**src/design/mks_pkg.sv**
```systemverilog
// Package for the matrix keypad scanner: field widths, scan mode codes,
// constants and the column drive pattern table.
// No dependencies.
`default_nettype none

package mks_pkg;

    localparam int RETURN_W   = 3;
    localparam int DRIVE_W    = 3;
    localparam int CODE_W     = 8;
    localparam int COUNT_W    = 16;
    localparam int ROW_W      = 3;
    localparam int COL_W      = 4;
    localparam int PHASE_W    = 2;

    localparam logic [COUNT_W-1:0] DEBOUNCE_RESET = 16'd10;
    localparam logic [COUNT_W-1:0] COUNT_MAX      = 16'hffff;
    localparam logic [CODE_W-1:0]  INVALID_CODE   = 8'hff;
    localparam logic [DRIVE_W-1:0] ALL_LOW        = 3'b000;
    localparam logic [PHASE_W-1:0] LAST_PHASE     = 2'd3;

    typedef enum logic [1:0] {
        MODE_IDLE,
        MODE_DEBOUNCE,
        MODE_SCAN,
        MODE_RELEASE
    } mode_t;

    // scan line levels while column phase p is read
    function automatic logic [DRIVE_W-1:0] phase_drive(input logic [PHASE_W-1:0] phase);
        logic [DRIVE_W-1:0] drive;
        case (phase)
            2'd0:    drive = 3'b111;   // all high, fourth column tied low
            2'd1:    drive = 3'b011;   // scan3 low
            2'd2:    drive = 3'b101;   // scan2 low
            2'd3:    drive = 3'b110;   // scan1 low
            default: drive = 3'b111;
        endcase
        return drive;
    endfunction

endpackage

`default_nettype wire

```
**src/design/mks_ifs.sv**
```systemverilog
// Channel interfaces of the matrix keypad scanner: return line samples in,
// scan results out, debounce length configuration writes.
// Depends on mks_pkg.
`default_nettype none

interface mks_keys_if;
    logic                          valid;
    logic                          ready;
    logic [mks_pkg::RETURN_W-1:0]  return_lines;

    modport source (output valid, output return_lines, input ready);
    modport sink   (input valid, input return_lines, output ready);
endinterface

interface mks_result_if;
    logic                          valid;
    logic                          ready;
    logic [mks_pkg::DRIVE_W-1:0]   scan_drive;
    logic                          key_event;
    logic [mks_pkg::CODE_W-1:0]    key_code;
    logic                          key_error;

    modport source (output valid, output scan_drive, output key_event,
                    output key_code, output key_error, input ready);
    modport sink   (input valid, input scan_drive, input key_event,
                    input key_code, input key_error, output ready);
endinterface

interface mks_cfg_if;
    logic                          valid;
    logic                          ready;
    logic [mks_pkg::COUNT_W-1:0]   debounce_ticks;

    modport source (output valid, output debounce_ticks, input ready);
    modport sink   (input valid, input debounce_ticks, output ready);
endinterface

`default_nettype wire

```
**src/design/matrix_keypad_scanner.sv**
```systemverilog
// Top level of the debounced 3x4 matrix keypad scanner.
// Depends on mks_pkg and the channel interfaces in mks_ifs.sv.
//
//   channel  | dir | payload                                      | handshake
//   ---------+-----+----------------------------------------------+------------
//   keys     | in  | return_lines[2:0]                            | valid/ready
//   result   | out | scan_drive[2:0] key_event key_code[7:0] key_error | valid/ready
//   cfg      | in  | debounce_ticks[15:0]                         | valid/ready
//
// One request per cycle while keys.ready is high; its result is in the
// output register in the cycle after acceptance. The scan state and the
// result register update in the same cycle from one pass through the mode logic.
// keys.ready drops only while a result waits and result.ready is low.
// Reset clears the mode, counters and masks; debounce_ticks returns to 10.
// cfg.ready is always high.
`default_nettype none

module matrix_keypad_scanner (
    input  wire logic           clk,
    input  wire logic           rst_n,
    mks_keys_if.sink            keys,
    mks_result_if.source        result,
    mks_cfg_if.sink             cfg
);

    mks_pkg::mode_t                    mode_reg, mode_next;
    logic [mks_pkg::COUNT_W-1:0]       debounce_reg;
    logic [mks_pkg::COUNT_W-1:0]       tick_count_reg, tick_count_next;
    logic [mks_pkg::ROW_W-1:0]         row_mask_reg, row_mask_next;
    logic [mks_pkg::COL_W-1:0]         column_mask_reg, column_mask_next;
    logic [mks_pkg::PHASE_W-1:0]       phase_reg, phase_next;

    logic                              res_valid_reg;
    logic [mks_pkg::DRIVE_W-1:0]       drive_reg, drive_next;
    logic                              event_reg, event_next;
    logic [mks_pkg::CODE_W-1:0]        code_reg, code_next;
    logic                              error_reg, error_next;

    logic                              accept;
    logic [mks_pkg::ROW_W-1:0]         low;
    logic [mks_pkg::COL_W-1:0]         column_set;

    assign keys.ready = !res_valid_reg || result.ready;
    assign accept     = keys.valid && keys.ready;
    assign cfg.ready  = 1'b1;

    assign low = ~keys.return_lines;

    always_comb
    begin
        mode_next        = mode_reg;
        tick_count_next  = tick_count_reg;
        row_mask_next    = row_mask_reg;
        column_mask_next = column_mask_reg;
        phase_next       = phase_reg;
        drive_next       = mks_pkg::ALL_LOW;
        event_next       = 1'b0;
        code_next        = '0;
        error_next       = 1'b0;
        column_set       = column_mask_reg;
        if ((low & row_mask_reg) != '0)
        begin
            column_set = column_mask_reg | (mks_pkg::COL_W'(1) << phase_reg);
        end

        case (mode_reg)
            mks_pkg::MODE_DEBOUNCE:
            begin
                if (tick_count_reg != mks_pkg::COUNT_MAX)
                begin
                    tick_count_next = tick_count_reg + 1'b1;
                end
                if (tick_count_next >= debounce_reg)
                begin
                    if (low == '0)
                    begin
                        mode_next = mks_pkg::MODE_IDLE;
                    end
                    else
                    begin
                        row_mask_next    = low;
                        column_mask_next = '0;
                        phase_next       = '0;
                        mode_next        = mks_pkg::MODE_SCAN;
                        drive_next       = mks_pkg::phase_drive('0);
                    end
                end
            end
            mks_pkg::MODE_SCAN:
            begin
                column_mask_next = column_set;
                if (phase_reg != mks_pkg::LAST_PHASE)
                begin
                    phase_next = phase_reg + 1'b1;
                    drive_next = mks_pkg::phase_drive(phase_next);
                end
                else
                begin
                    event_next = 1'b1;
                    phase_next = '0;
                    if (row_mask_reg == '0 || column_set == '0)
                    begin
                        code_next  = mks_pkg::INVALID_CODE;
                        error_next = 1'b1;
                        mode_next  = mks_pkg::MODE_IDLE;
                    end
                    else
                    begin
                        code_next = {1'b0, row_mask_reg, column_set};
                        mode_next = mks_pkg::MODE_RELEASE;
                    end
                end
            end
            mks_pkg::MODE_RELEASE:
            begin
                if (low == '0)
                begin
                    mode_next = mks_pkg::MODE_IDLE;
                end
            end
            default:
            begin
                mode_next = mks_pkg::MODE_IDLE;
                if (low != '0)
                begin
                    tick_count_next = '0;
                    mode_next       = mks_pkg::MODE_DEBOUNCE;
                end
            end
        endcase
    end

    always_ff @(posedge clk or negedge rst_n)
    begin
        if (!rst_n)
        begin
            mode_reg        <= mks_pkg::MODE_IDLE;
            tick_count_reg  <= '0;
            row_mask_reg    <= '0;
            column_mask_reg <= '0;
            phase_reg       <= '0;
            debounce_reg    <= mks_pkg::DEBOUNCE_RESET;
            res_valid_reg   <= 1'b0;
        end
        else
        begin
            if (cfg.valid && cfg.ready)
            begin
                debounce_reg <= cfg.debounce_ticks;
            end
            if (accept)
            begin
                mode_reg        <= mode_next;
                tick_count_reg  <= tick_count_next;
                row_mask_reg    <= row_mask_next;
                column_mask_reg <= column_mask_next;
                phase_reg       <= phase_next;
                res_valid_reg   <= 1'b1;
            end
            else if (result.ready)
            begin
                res_valid_reg <= 1'b0;
            end
        end
    end

    // result payload, loaded with each accepted request
    always_ff @(posedge clk)
    begin
        if (accept)
        begin
            drive_reg <= drive_next;
            event_reg <= event_next;
            code_reg  <= code_next;
            error_reg <= error_next;
        end
    end

    assign result.valid      = res_valid_reg;
    assign result.scan_drive = drive_reg;
    assign result.key_event  = event_reg;
    assign result.key_code   = code_reg;
    assign result.key_error  = error_reg;

endmodule

`default_nettype wire

```
**src/flat_wrapper.sv**
```systemverilog
// flat-port wrapper written by rule: the top's interface ports become plain ports
module matrix_keypad_scanner_flat 
  (clk, rst_n, keys_valid, keys_return_lines, keys_ready, result_valid, result_scan_drive, result_key_event, result_key_code, result_key_error, result_ready, cfg_valid, cfg_debounce_ticks, cfg_ready);
  mks_keys_if keys_i ();
  mks_result_if result_i ();
  mks_cfg_if cfg_i ();
  input  wire logic clk;
  input  wire logic rst_n;
  input wire logic [$bits(keys_i.valid)-1:0] keys_valid;
  input wire logic [$bits(keys_i.return_lines)-1:0] keys_return_lines;
  output wire logic [$bits(keys_i.ready)-1:0] keys_ready;
  output wire logic [$bits(result_i.valid)-1:0] result_valid;
  output wire logic [$bits(result_i.scan_drive)-1:0] result_scan_drive;
  output wire logic [$bits(result_i.key_event)-1:0] result_key_event;
  output wire logic [$bits(result_i.key_code)-1:0] result_key_code;
  output wire logic [$bits(result_i.key_error)-1:0] result_key_error;
  input wire logic [$bits(result_i.ready)-1:0] result_ready;
  input wire logic [$bits(cfg_i.valid)-1:0] cfg_valid;
  input wire logic [$bits(cfg_i.debounce_ticks)-1:0] cfg_debounce_ticks;
  output wire logic [$bits(cfg_i.ready)-1:0] cfg_ready;
  assign keys_i.valid = keys_valid;
  assign keys_i.return_lines = keys_return_lines;
  assign keys_ready = keys_i.ready;
  assign result_valid = result_i.valid;
  assign result_scan_drive = result_i.scan_drive;
  assign result_key_event = result_i.key_event;
  assign result_key_code = result_i.key_code;
  assign result_key_error = result_i.key_error;
  assign result_i.ready = result_ready;
  assign cfg_i.valid = cfg_valid;
  assign cfg_i.debounce_ticks = cfg_debounce_ticks;
  assign cfg_ready = cfg_i.ready;
  matrix_keypad_scanner u_core (.clk(clk), .rst_n(rst_n), .keys(keys_i), .result(result_i), .cfg(cfg_i));
endmodule
```
**config.mk**
```make
export PLATFORM = sky130hd
export DESIGN_NAME = matrix_keypad_scanner_flat
export DESIGN_NICKNAME = d
export VERILOG_FILES = /design/src/design/mks_pkg.sv /design/src/design/mks_ifs.sv /design/src/design/matrix_keypad_scanner.sv /design/src/flat_wrapper.sv
export SDC_FILE = /design/constraint.sdc
export NUM_CORES = 1
export LEC_CHECK = 0
export ABC_AREA = 1
export BUFFER_PORTS_ARGS = -buffer_cell sky130_fd_sc_hd__buf_2
export CAP_MARGIN = 20
export CORE_ASPECT_RATIO = 2
export CORE_UTILIZATION = 50
export DETAILED_ROUTE_END_ITERATION = 8
export GPL_ROUTABILITY_DRIVEN = 0
export PLACE_DENSITY_LB_ADDON = 0.2
export SLEW_MARGIN = 0
export SYNTH_ARGS = -nofsm -noshare
export SYNTH_HDL_FRONTEND = slang
export SYNTH_SLANG_ARGS = --single-unit
```
**constraint.sdc**
```tcl
create_clock -name clk -period 2.45 [get_ports clk]
set_input_delay 0.3675 -clock clk [delete_from_list [all_inputs] [get_ports clk]]
set_output_delay 0.3675 -clock clk [all_outputs]
set_load 0.005 [all_outputs]
```
Yosys cells after proc, flatten, opt, wreduce, memory -nomap -nowiden --
Cells that the tools add are included.
Storage, ports and cells: flip-flop bits (word level) 57, input bits 24, word-level logic and storage cells 81
Operators by class: add/sub/neg operators 2, $lt $le $gt $ge 1, equal/unequal tests 12, shift operators 1, muxes and demuxes 29, bitwise logic cells 6, reductions and logical operators 19
Operator list (number):
- $mux W16 | 3
- $pmux W16 S2 | 1
- $add A16 B1 Y16 const B | 1
- $ge A16 B16 Y1 | 1
- $mux W2 | 8
- $ne A16 B16 Y1 const B | 1
- $mux W4 | 3
- $pmux W3 S4 | 1
- $reduce_and A4 Y1 | 3
- $mux W3 | 3
- $eq A2 B2 Y1 const B | 4
- $mux W8 | 1
- $pmux W4 S2 | 1
- $logic_not A3 Y1 | 2
- $ne A2 B2 Y1 const B | 3
- $pmux W2 S3 | 1
- $pmux W3 S2 | 1
- $reduce_bool A2 Y1 | 3
- $reduce_bool A3 Y1 | 2
- $mux W1 | 5
- $eq A2 B1 Y1 const B | 2
- $logic_not A4 Y1 | 1
- $ne A2 B1 Y1 const B | 2
- $or A4 B4 Y4 | 1
- other kinds (12) | 16

Longest topological paths before layout --
word-level depth 9, depth in mapped cells 22

Worst setup path before layout --
No wires, ideal clock.
path type register -> register, start point reg u_core.tick_count_reg[0] in the netlist's numbering, end point reg u_core.row_mask_reg[0] in the netlist's numbering, arrival 2352 ps, required time 2319 ps, setup slack -33 ps, cell stages (with the launch flop) 19, path buffers 0, period minus slack after synthesis 2483 ps, cells stage by stage dfrtp_1 ha_1 nand2_1 inv_2 nand2_2 nor2_4 nand2_4 nor3_4 inv_1 o21ai_0 inv_1 ha_1 nand4_1 a21oi_1 nor2_1 nand2_1 nand2_1 nor2_1 o21ai_0
On the way: word-level cells in the longest chain between the ends 5, elaborated cells on any way between the ends 6, classes of those cells add/sub: 1; order compare: 1; eq/ne: 1; mux: 2; reduce/logical: 1
RTL lines:
- from (decl) | line matrix_keypad_scanner.sv:28 | logic [mks_pkg::COUNT_W-1:0] tick_count_reg, tick_count_next;
- from (signal assigned) | line matrix_keypad_scanner.sv:154 | tick_count_reg <= tick_count_next;
- $add A16 B1 Y16 / $ne A16 B16 Y1 (equally long branches) | line matrix_keypad_scanner.sv:71, matrix_keypad_scanner.sv:69
- $mux W16 (*) | line matrix_keypad_scanner.sv:69 | if (tick_count_reg != mks_pkg::COUNT_MAX)
- $mux W16 (*) | line matrix_keypad_scanner.sv:66 | case (mode_reg)
- $ge A16 B16 Y1 (*) | line matrix_keypad_scanner.sv:73 | if (tick_count_next >= debounce_reg)
- $reduce_and A4 Y1 (no line) (*)
- to (signal assigned) | line matrix_keypad_scanner.sv:155 | row_mask_reg <= row_mask_next;
- to (decl) | line matrix_keypad_scanner.sv:29 | logic [mks_pkg::ROW_W-1:0] row_mask_reg, row_mask_next;
Mark *: on every way between the ends. The rest lies on a longest branch, timed or not. The select of a mux whose other input is x is not followed. A chain may end at the register's enable or synchronous reset.

Final worst setup path --
start point reg u_core.tick_count_reg[0] in the netlist's numbering, end point reg u_core.drive_reg (netlist bit u_core.result.scan_drive[1]) (data pin)
On the way: word-level cells in the longest chain between the ends 6, elaborated cells on any way between the ends 7, classes of those cells add/sub: 1; order compare: 1; eq/ne: 1; mux: 4
RTL lines:
- $add A16 B1 Y16 / $ne A16 B16 Y1 (equally long branches) | line matrix_keypad_scanner.sv:71, matrix_keypad_scanner.sv:69
- $mux W16 (*) | line matrix_keypad_scanner.sv:69
- $mux W16 (*) | line matrix_keypad_scanner.sv:66
- $ge A16 B16 Y1 (*) | line matrix_keypad_scanner.sv:73
- $mux W3 (*) | line matrix_keypad_scanner.sv:73
- $pmux W3 S2 (*) | line matrix_keypad_scanner.sv:66
- net u_core.drive_next, one bit | line matrix_keypad_scanner.sv:34 | logic [mks_pkg::DRIVE_W-1:0] drive_reg, drive_next;
- to (signal assigned) | line matrix_keypad_scanner.sv:172 | drive_reg <= drive_next;
- to (decl) | line matrix_keypad_scanner.sv:34
Mark *: on every way through the listed nets, which the timed path passes. The rest lies on a longest branch. The select of a mux whose other input is x is not followed.

==> metrics.yaml <==
leakagePower_nw: 2.33
grtUsageMet2: 0.523
n_antenna_cell: 0
switching_power_w: 0.00103
hold_class: "in2async"
synth_edf_count: 12
crit_path_start_kind: "flop"
core_area_um2: 6360
worstMarginPinSlew_ns: 0.506
cts_root_buf: "clkbuf_16"
pwr_density_cell_nw_per_um2: 698
r2r_slack_ns: -0.31
clk_pin_slew_ns: 0.08
yosysUniqueCellTypes: 38
tritoncts: "yes"
nets: 558
grt_use_total: 0.276
placed_cell_area_um2: 3970
outcome: "finished, violations left"
required_ns: 2.51
ir_drop_v: 0.000637
rsz0062_at_grt: "yes"
synth.top_cells.by_count: "nand2_1 (106), inv_1 (70), dfrtp_1 (42), o21ai_0 (34), ha_1 (26)"
intPower_w: 0.00201
drt_iter0_drc: 111
timing.fmax_ghz: 0.363
r2r-start: "u_core.tick_count_reg[0]$_DFFE_PN0P_"
final_cell_area_um2: 4350
violations: "negative setup slack"
ys_seq_area_frac: 0.437
finClkSkew_ns: 0.00854
io_pins: 40
dieHeight_um: 118
synth_area_leaders: "dfrtp_1 (31%), nand2_1 (12%), edfxtp_1 (11%), ha_1 (9.7%), inv_1 (7.9%)"
dp_hpwl_mm: 6.61
min_period_over_period: 1.13
slew_violations: 0
cp-end-kind: "flop"
viasPerCell: 5.03
fill_cells: 560
final_layout_size_suffix_gt1_frac: 0.314
avgSynthCellArea_um2: 8.12
p_seq_frac: 0.377
cts_made_buffers: 5
wl_mm: 8.76
ys_warn_count: 0
dieArea_um2: 7040
critPathKind: "reg2reg"
synthCells: 412
grt.overflow.total: 0
die_w_um: 59.9
swShare: 0.338
clockPowerShare: 0.309
final.setup.worst_slack_ns: -0.309
vias: 2990
synth_ff_type: "dfrtp_1"
async_flop_share: 0.786
grt_antenna_before_repair: 0
grt_pass1_vias: 3206
dpl_worst_slack_ns: -0.469
first_pass_iters: 7
post-route-min-period_ns: 2.76
area_growth_pct: 30.1
ys_seq_elements: 56
p_total_w: 0.00304
clk_path_buf_depth: 2
clkLatencyLatePin_ns: 0.30
syn_area_um2: 3350
drv_cap: 0
worst-path-max-fanout: 4
dp.cells: 575
start_util: 0.526
io_buffers: 38
h-tree-depth: 2
startpoint: "u_core.tick_count_reg[0]$_DFFE_PN0P_"
netlist.area_leader.share: 0.314
hold_violations: 0
combinationalPowerShare: 0.314
rows: 41
syn_nets: 462
grt_pass1_wl_mm: 14.4
reg2reg_to: "u_core.result.scan_drive[1]$_DFFE_PP_"
fin_cells: 595
clkSinkCount: 56
grt.met1_usage: 0.270
avgRoutedWirePerCell_um: 14.7
worstRegToRegCells: 18
grt.busiest_layer: "met2"
netlist.top_cell.by_area: "dfrtp_1"
cp.arrival_ns: 2.81
drc_errors: 0
slew_headroom: 0.662
finalSetupViolCount: 14
drtAntennaViolNets: 0
grt_use_met3: 0.0341
grt_max_degree: 32
post-synth-top-count-cell: "nand2_1"
[area by class of cell]
type                       count  area (um^2)  area share
clock buffer                   5          125      0.0287
tap                           86          108      0.0247
timing repair buffer          96          649       0.149
inverter                      73          274      0.0629
clock inverter                 3         68.8      0.0158
sequential                    56         1460       0.336
multi-input combinational    276         1660       0.382
[kinds of logic (layout without fill, tap and decap cells)]
| family | after synthesis | after routing | share of synthesized area |
|---|---|---|---|
| AND/OR/NAND/NOR | 176 | 176 | 0.236 |
| buffers and inverters | 80 | 177 | 0.0946 |
| AO/OA/AOI/OAI | 64 | 64 | 0.110 |
| flip-flops | 56 | 56 | 0.437 |
| adder cells (fa/ha/maj) | 26 | 26 | 0.0972 |
| XOR/XNOR | 8 | 8 | 0.0209 |
| other | 1 | 1 | 0.00112 |
| multiplexers | 1 | 1 | 0.00336 |
[critical path: stages, from the launching register on]
cell	delay (ns)
dfrtp_1	0.41
ha_2	0.21
nand2_2	0.05
inv_2	0.08
nand2_4	0.06
nor2_4	0.12
nand2_4	0.07
nor3_4	0.17
inv_1	0.08
o21ai_2	0.15
inv_1	0.07
ha_1	0.28
nand4_1	0.15
a21oi_1	0.05
nor2_1	0.17
nand2_1	0.10
nand2_2	0.11
buf_4	0.12
a21oi_1	0.05
[through the flow]
| stage | setup TNS [ns] | util | hold WS [ns] |
|---|---|---|---|
| floorplan | 0 | - | 0.0719 |
| global placement | -4.61 | 0.624 | 0.352 |
| detailed placement | -5.71 | 0.624 | 0.352 |
| CTS | -3.36 | 0.675 | 0.0324 |
| global route | -5.95 | 0.684 | 0.0480 |
| finish | -3.89 | 0.684 | 0.0164 |
[repair_timing]
item | CTS | global route
buffers inserted | 8 | 4
cloned | 0 | 0
hold buffers | 0 | 0
endpoints found under the hold margin | 0 | 0
pin swaps | 7 | 11
endpoints found under the setup margin | 14 | 14
gates resized for setup | 24 | 12
[worst max-delay path by stage]
stage	endpoint
2_1_floorplan	u_core.row_mask_reg[0]$_DFFE_PN0P_
3_3_place_gp	u_core.column_mask_reg[0]$_DFFE_PN0P_
3_5_place_dp	u_core.column_mask_reg[1]$_DFFE_PN0P_
4_1_cts	u_core.row_mask_reg[1]$_DFFE_PN0P_
5_1_grt	u_core.result.scan_drive[2]$_DFFE_PP_
6_report	u_core.result.scan_drive[1]$_DFFE_PP_
[power groups by stage]
stage / combinational (W) / clock (W) / sequential (W)
2_1_floorplan: 0.000553 / 0 / 0.00114
3_3_place_gp: 0.000811 / 0 / 0.00115
3_5_place_dp: 0.000834 / 0 / 0.00115
4_1_cts: 0.000910 / 0.000947 / 0.00114
5_1_grt: 0.00106 / 0.000975 / 0.00116
6_report: 0.000955 / 0.000939 / 0.00114
[layout by cell type, fill, tap and decap left out, types with 2 or more instances in the layout]
| cell | n |
|---|---|
| nand2_1 | 98 |
| inv_1 | 66 |
| buf_4 | 54 |
| dfrtp_1 | 42 |
| buf_2 | 38 |
| o21ai_0 | 26 |
| ha_1 | 23 |
| nor2_1 | 19 |
| nand2_2 | 16 |
| nand3_1 | 12 |
| edfxtp_1 | 12 |
| a21oi_1 | 11 |
| o21ai_1 | 10 |
| inv_2 | 7 |
| xor2_1 | 7 |
| o21ai_2 | 6 |
| nand4_1 | 6 |
| nor3_1 | 5 |
| clkbuf_16 | 5 |
| nor2_2 | 4 |
| nand3_2 | 3 |
| or2_2 | 3 |
| o22ai_1 | 3 |
| buf_6 | 3 |
| nand2_4 | 2 |
| nor2_4 | 2 |
| nor3_4 | 2 |
| nand3b_1 | 2 |
| a21oi_2 | 2 |
| a22o_1 | 2 |
| ha_4 | 2 |
| bufinv_16 | 2 |
| dfstp_2 | 2 |
[layer usage]
layer / vias up / share of wire
li1: 1497 / -
met3: 25 / 0.018
met5: - / 0
met2: 58 / 0.60
met4: 0 / 0.042
met1: 1410 / 0.34
(Power assumes the default switching activity.)
